==> src/rtl/dcbl_pkg.sv <==
// Package for the deepest-containing-box lookup core: widths, codes and types.
// No dependencies; used by dcbl_div and the lookup core.
`timescale 1ns / 1ps
package dcbl_pkg;
  localparam int CoordW = 32;
  localparam int IdW    = 32;
  localparam int SpanW  = 33;
  localparam int DepthW = 18;   // signed Q0.16 plus headroom for -1.0
  localparam int AreaW  = 66;
  localparam int DepthTol = 7;

  localparam logic OP_WRITE = 1'b0;
  localparam logic OP_QUERY = 1'b1;

  // entry as stored in the table memory
  typedef struct packed {
    logic [IdW-1:0]    id;
    logic [CoordW-1:0] left;
    logic [CoordW-1:0] right;
    logic [CoordW-1:0] top;
    logic [CoordW-1:0] bottom;
  } entry_t;

  localparam int EntryW = $bits(entry_t);
endpackage

==> src/rtl/dcbl_div.sv <==
// Restoring divider, one quotient bit per cycle: (dividend << 16) / span.
// Depends on dcbl_pkg.
`timescale 1ns / 1ps
module dcbl_div
  import dcbl_pkg::*;
(
  input  logic             clk,
  input  logic             rst_n,
  input  logic             start,
  input  logic [SpanW-1:0] dividend,
  input  logic [SpanW-1:0] span,
  output logic             done,
  output logic [16:0]      quot
);
  // dividend <= span/2, so the quotient fits 16 bits plus one; 17 steps.
  // The high part (dividend >> 1) seeds the remainder, the low 17 bits of
  // dividend << 16 are shifted in one per step.
  logic [SpanW:0]   rem_r;
  logic [SpanW-1:0] span_r;
  logic [16:0]      num_r;
  logic [16:0]      q_r;
  logic [4:0]       cnt_r;
  logic             busy_r;
  logic [SpanW:0]   shifted;
  logic [SpanW+1:0] trial;

  assign shifted = {rem_r[SpanW-1:0], num_r[16]};
  assign trial   = {1'b0, shifted} - {2'b00, span_r};

  always_ff @(posedge clk) begin
    if (!rst_n) begin
      busy_r <= 1'b0;
      done   <= 1'b0;
      cnt_r  <= '0;
    end else begin
      done <= 1'b0;
      if (start) begin
        busy_r <= 1'b1;
        cnt_r  <= 5'd17;
        rem_r  <= {2'b00, dividend[SpanW-1:1]};
        num_r  <= {dividend[0], 16'd0};
        span_r <= span;
        q_r    <= '0;
      end else if (busy_r) begin
        num_r <= {num_r[15:0], 1'b0};
        if (!trial[SpanW+1]) begin
          rem_r <= trial[SpanW:0];
          q_r   <= {q_r[15:0], 1'b1};
        end else begin
          rem_r <= shifted;
          q_r   <= {q_r[15:0], 1'b0};
        end
        cnt_r <= cnt_r - 5'd1;
        if (cnt_r == 5'd1) begin
          busy_r <= 1'b0;
          done   <= 1'b1;
        end
      end
    end
  end
  assign quot = q_r;
endmodule

==> config.mk <==
export PLATFORM = sky130hd
export DESIGN_NAME = dcbl_div
export DESIGN_NICKNAME = d
export VERILOG_FILES = /design/src/rtl/dcbl_pkg.sv /design/src/rtl/dcbl_div.sv
export SDC_FILE = /design/constraint.sdc
export NUM_CORES = 1
export LEC_CHECK = 0
export ABC_AREA = 0
export BUFFER_PORTS_ARGS = -buffer_cell sky130_fd_sc_hd__buf_4
export CELL_PAD_IN_SITES_DETAIL_PLACEMENT = 1
export CELL_PAD_IN_SITES_GLOBAL_PLACEMENT = 1
export CORE_MARGIN = 2
export CORE_UTILIZATION = 45
export CTS_CLUSTER_SIZE = 40
export DETAILED_ROUTE_END_ITERATION = 8
export HOLD_SLACK_MARGIN = 0.03
export PLACE_DENSITY = 0.9
export SLEW_MARGIN = 10
export SYNTH_ARGS = -nofsm -noshare
export SYNTH_HDL_FRONTEND = slang
export SYNTH_SLANG_ARGS = --single-unit
==> constraint.sdc <==
create_clock -name clk -period 3.55 [get_ports clk]
set_input_delay 1.065 -clock clk [delete_from_list [all_inputs] [get_ports clk]]
set_output_delay 1.065 -clock clk [all_outputs]
set_load 0.02 [all_outputs]
==> qor.csv <==
stage,metric,value,unit
run_status,outcome,finished clean,
synth,predominant post-synthesis flop cell,edfxtp_1,
die,Row Count,41,
cts,Max clock buf depth,2,
power_and_ir_drop,peak supply drop,297.3,uV
synth,"FF+latch count, synth",91,
synth,"Seq/Total Area, Yosys",46.88,%
sta,part of the cycle the worst path needs,94.44,%
layout,fillers,1401,
sta,final hold slack,0.5313,ns
worst_setup_path,Crit path required time,3.65,ns
sta,final hold vios,0,
global_route,met2 usage,40.62,%
global_route,remaining global-route overflow,0,
die,Die Width,116.3,um
cts,cts-stage hold buffer count,0,
die,core region area,12470,um2
synth,Netlist Area Pre-Place,5679,um2
placement,dpl ws,0.2816,ns
synth,net count after synthesis,655,
synth,Post-synth EDFFs,84,
cts,H-tree level count,3,
power_and_ir_drop,PD cells,478.8,nW/um2
global_route,first-pass GRT wire length,24680,um
layout,Final nets,738,
global_route,antenna violations before repair,0,
layout,layout cells sized above 1,21.00,%
run,max_cap viols,0,
synth,largest cells by area after synthesis,"edfxtp_1 (44%), ha_1 (7.7%), nand2_1 (3.4%)",
synth,Synth top area share,44.42,%
sta,Fin Clk Skew,0.01177,ns
detailed_routing,TritonRoute pass-1 iters,4,
layout,utilization after layout,54.38,%
sta,unrepaired setup endpoints after global routing,no,
cts,CTS tree,built,
layout,multi-input logic area,2715,um2
worst_setup_path,critical path class,reg -> reg,
global_route,vias in the first global route,4937,
global_route,total track usage,23.62,%
cts,CTS Buf Count,9,
global_route,largest net degree at the start of global routing,53,
layout,Layout area overhead,19.37,%
cts,clock slew at reported path FFs,0.07,ns
synth,Yosys warning count,0,
synth,synth unique cells,67,
global_route,met1 Use GR,29.02,%
placement,IO buf count,86,
synth,Post-Synthesis Cells,550,
sta,fin crit period,3.353,ns
sta,Fmax,298.3,MHz
sta,Max Slew Vio Count,0,
power_and_ir_drop,leak pwr,0.002799,uW
synth,Avg Inst Size Synth,10.33,um2
cts,Root Buffer,clkbuf_16,
sta,Slew @ Worst Pin,0.7402,ns
die,Initial Util,45.56,%
detailed_routing,via/cell ratio,5.658,
min_path,HP Class,reg -> reg,
sta,final setup margin,0.1975,ns
die,Total Die Area,13540,um2
worst_setup_path,Crit. End Element,register,
die,Top Ports,87,
detailed_routing,Residual DRC,0,
detailed_routing,WL final,15290,um
sta,final setup vio count,0,
global_route,"Most Used Layer, Global Route",met2,
worst_setup_path,CP max FO,18,
worst_setup_path,crit path DAT,3.46,ns
placement,GPL Wtd Cong,0.8537,
power_and_ir_drop,Pwr Total,3246,uW
die,Die Span Y,116.3,um
cts,worst skew pair latency,0.37,ns
detailed_routing,initial drt markers,227,
detailed_routing,Detail Route Antenna Nets,0,
synth,cell taking the most area after synthesis,edfxtp_1,
placement,Post-DP HPWL,11070,um
worst_setup_path,startpoint types,register,
global_route,met3 usage,4.100,%
synth,ys async rst share,0,%
layout,n_diodes,0,
detailed_routing,routed wire length per instance,18.88,um
detailed_routing,DR vias,4583,
sta,setup TNS,0,ns
sta,Max-slew headroom,50.60,%
cts,clock sinks,91,
layout,Reg area,2663,um2
power breakdown:
group          switching (uW)  internal [uW]  total (uW)
clock                     459            490         949
combinational             563            406         969
sequential               45.0           1280        1330
total                    1070           2180        3250
cell type report:
type	count	share of cell area, %
multi-input combinational	392	40.05
inverter	44	2.436
clock buffer	10	3.378
timing repair buffer	95	10.89
tap	172	3.175
clock inverter	6	0.7937
sequential	91	39.28
through the flow:
step,instance area (um2),instances
floorplan,5679,550
global placement,6489,794
detailed placement,6489,794
CTS,6771,810
global route,6779,810
finish,6779,810
placed cells by master (no fill, tap or decap), types with 4 or more instances in the layout:
cell type  count
nor2_1        41
nor3_2         4
a2bb2oi_1      5
and3_1         4
nor2b_1       18
nand3_1       10
nand3b_1       4
a211oi_1       7
edfxtp_1      84
xnor2_1       16
clkbuf_16      9
xor2_1         7
nor4b_1        5
nand2b_1       4
a21o_1        18
ha_1          35
or2_2          4
buf_4         93
nor3_1        10
mux2i_1        9
nand2_1       52
inv_6          4
inv_1         44
o21ai_0       26
dfxtp_1        7
a21boi_0       4
a31oi_1       17
a21oi_1       31
o211ai_1       4
cell usage after synthesis, types with 5 or more instances:
cell type and number:
inv_1 44, nand3_1 10, clkbuf_1 12, o21ai_0 26, a21oi_1 31, ha_1 35
a21o_1 18, edfxtp_1 84, a31oi_1 17, a2bb2oi_1 5, dfxtp_1 7, nor2b_1 18
xnor2_1 16, xor2_1 7, a211oi_1 7, nor2_1 41, nor4b_1 5, mux2i_1 9
nand2_1 52, nor3_1 10
cells by family (layout without fill, tap and decap cells):
kind of cell             Yosys count  count (layout)  share of synthesized area [%]
AO/OA/AOI/OAI                    153             153                          18.97
XOR/XNOR                          23              23                          3.547
adder cells (fa/ha/maj)           36              36                          8.063
buffers and inverters             67             155                          5.463
flip-flops                        91              91                          46.88
multiplexers                       9               9                          1.586
AND/OR/NAND/NOR                  171             171                          15.49
routing by layer:
metal	part of all wire (%)	up-vias	routed length, um
li1	-	2185	-
met1	43	2262	6615
met2	50	110	7685
met3	4.2	26	645
met4	2.3	0	346
met5	0	-	0
worst max-delay path, stage by stage, from the launching register on:
cell and delay (ns):
edfxtp_1 0.40, inv_1 0.08, ha_1 0.17, inv_1 0.06, fa_1 0.45, a211oi_4 0.32
nor3_2 0.12, o31ai_1 0.34, a211o_1 0.26, a21oi_4 0.09, or2_1 0.24, buf_4 0.22
mux2i_1 0.23, o21ai_0 0.11
registers in the layout (all words and copies together), names as in the netlist:
register,flops
num_r,1
quot,17
done,1
busy_r,1
span_r,33
cnt_r,5
rem_r,33
final timing paths:
check | cells after the start | end | startpoint | slack [ns]
worst max-delay path | 13 | rem_r[8]$_DFFE_PP_ | num_r[16]$_DFFE_PP_ | 0.20
worst min-delay path | 2 | cnt_r[1]$_SDFFE_PP0P_ | cnt_r[1]$_SDFFE_PP0P_ | 0.53
worst max register to register | 13 | rem_r[8]$_DFFE_PP_ | num_r[16]$_DFFE_PP_ | 0.20
worst min register to register | 2 | cnt_r[1]$_SDFFE_PP0P_ | cnt_r[1]$_SDFFE_PP0P_ | 0.53
what timing repair did:
action                                  in CTS  in global routing
endpoints found under the setup margin       0                  1
buffers inserted                             0                  0
gates resized for setup                      0                  1
Note: power is estimated with default switching activity, not from simulation.
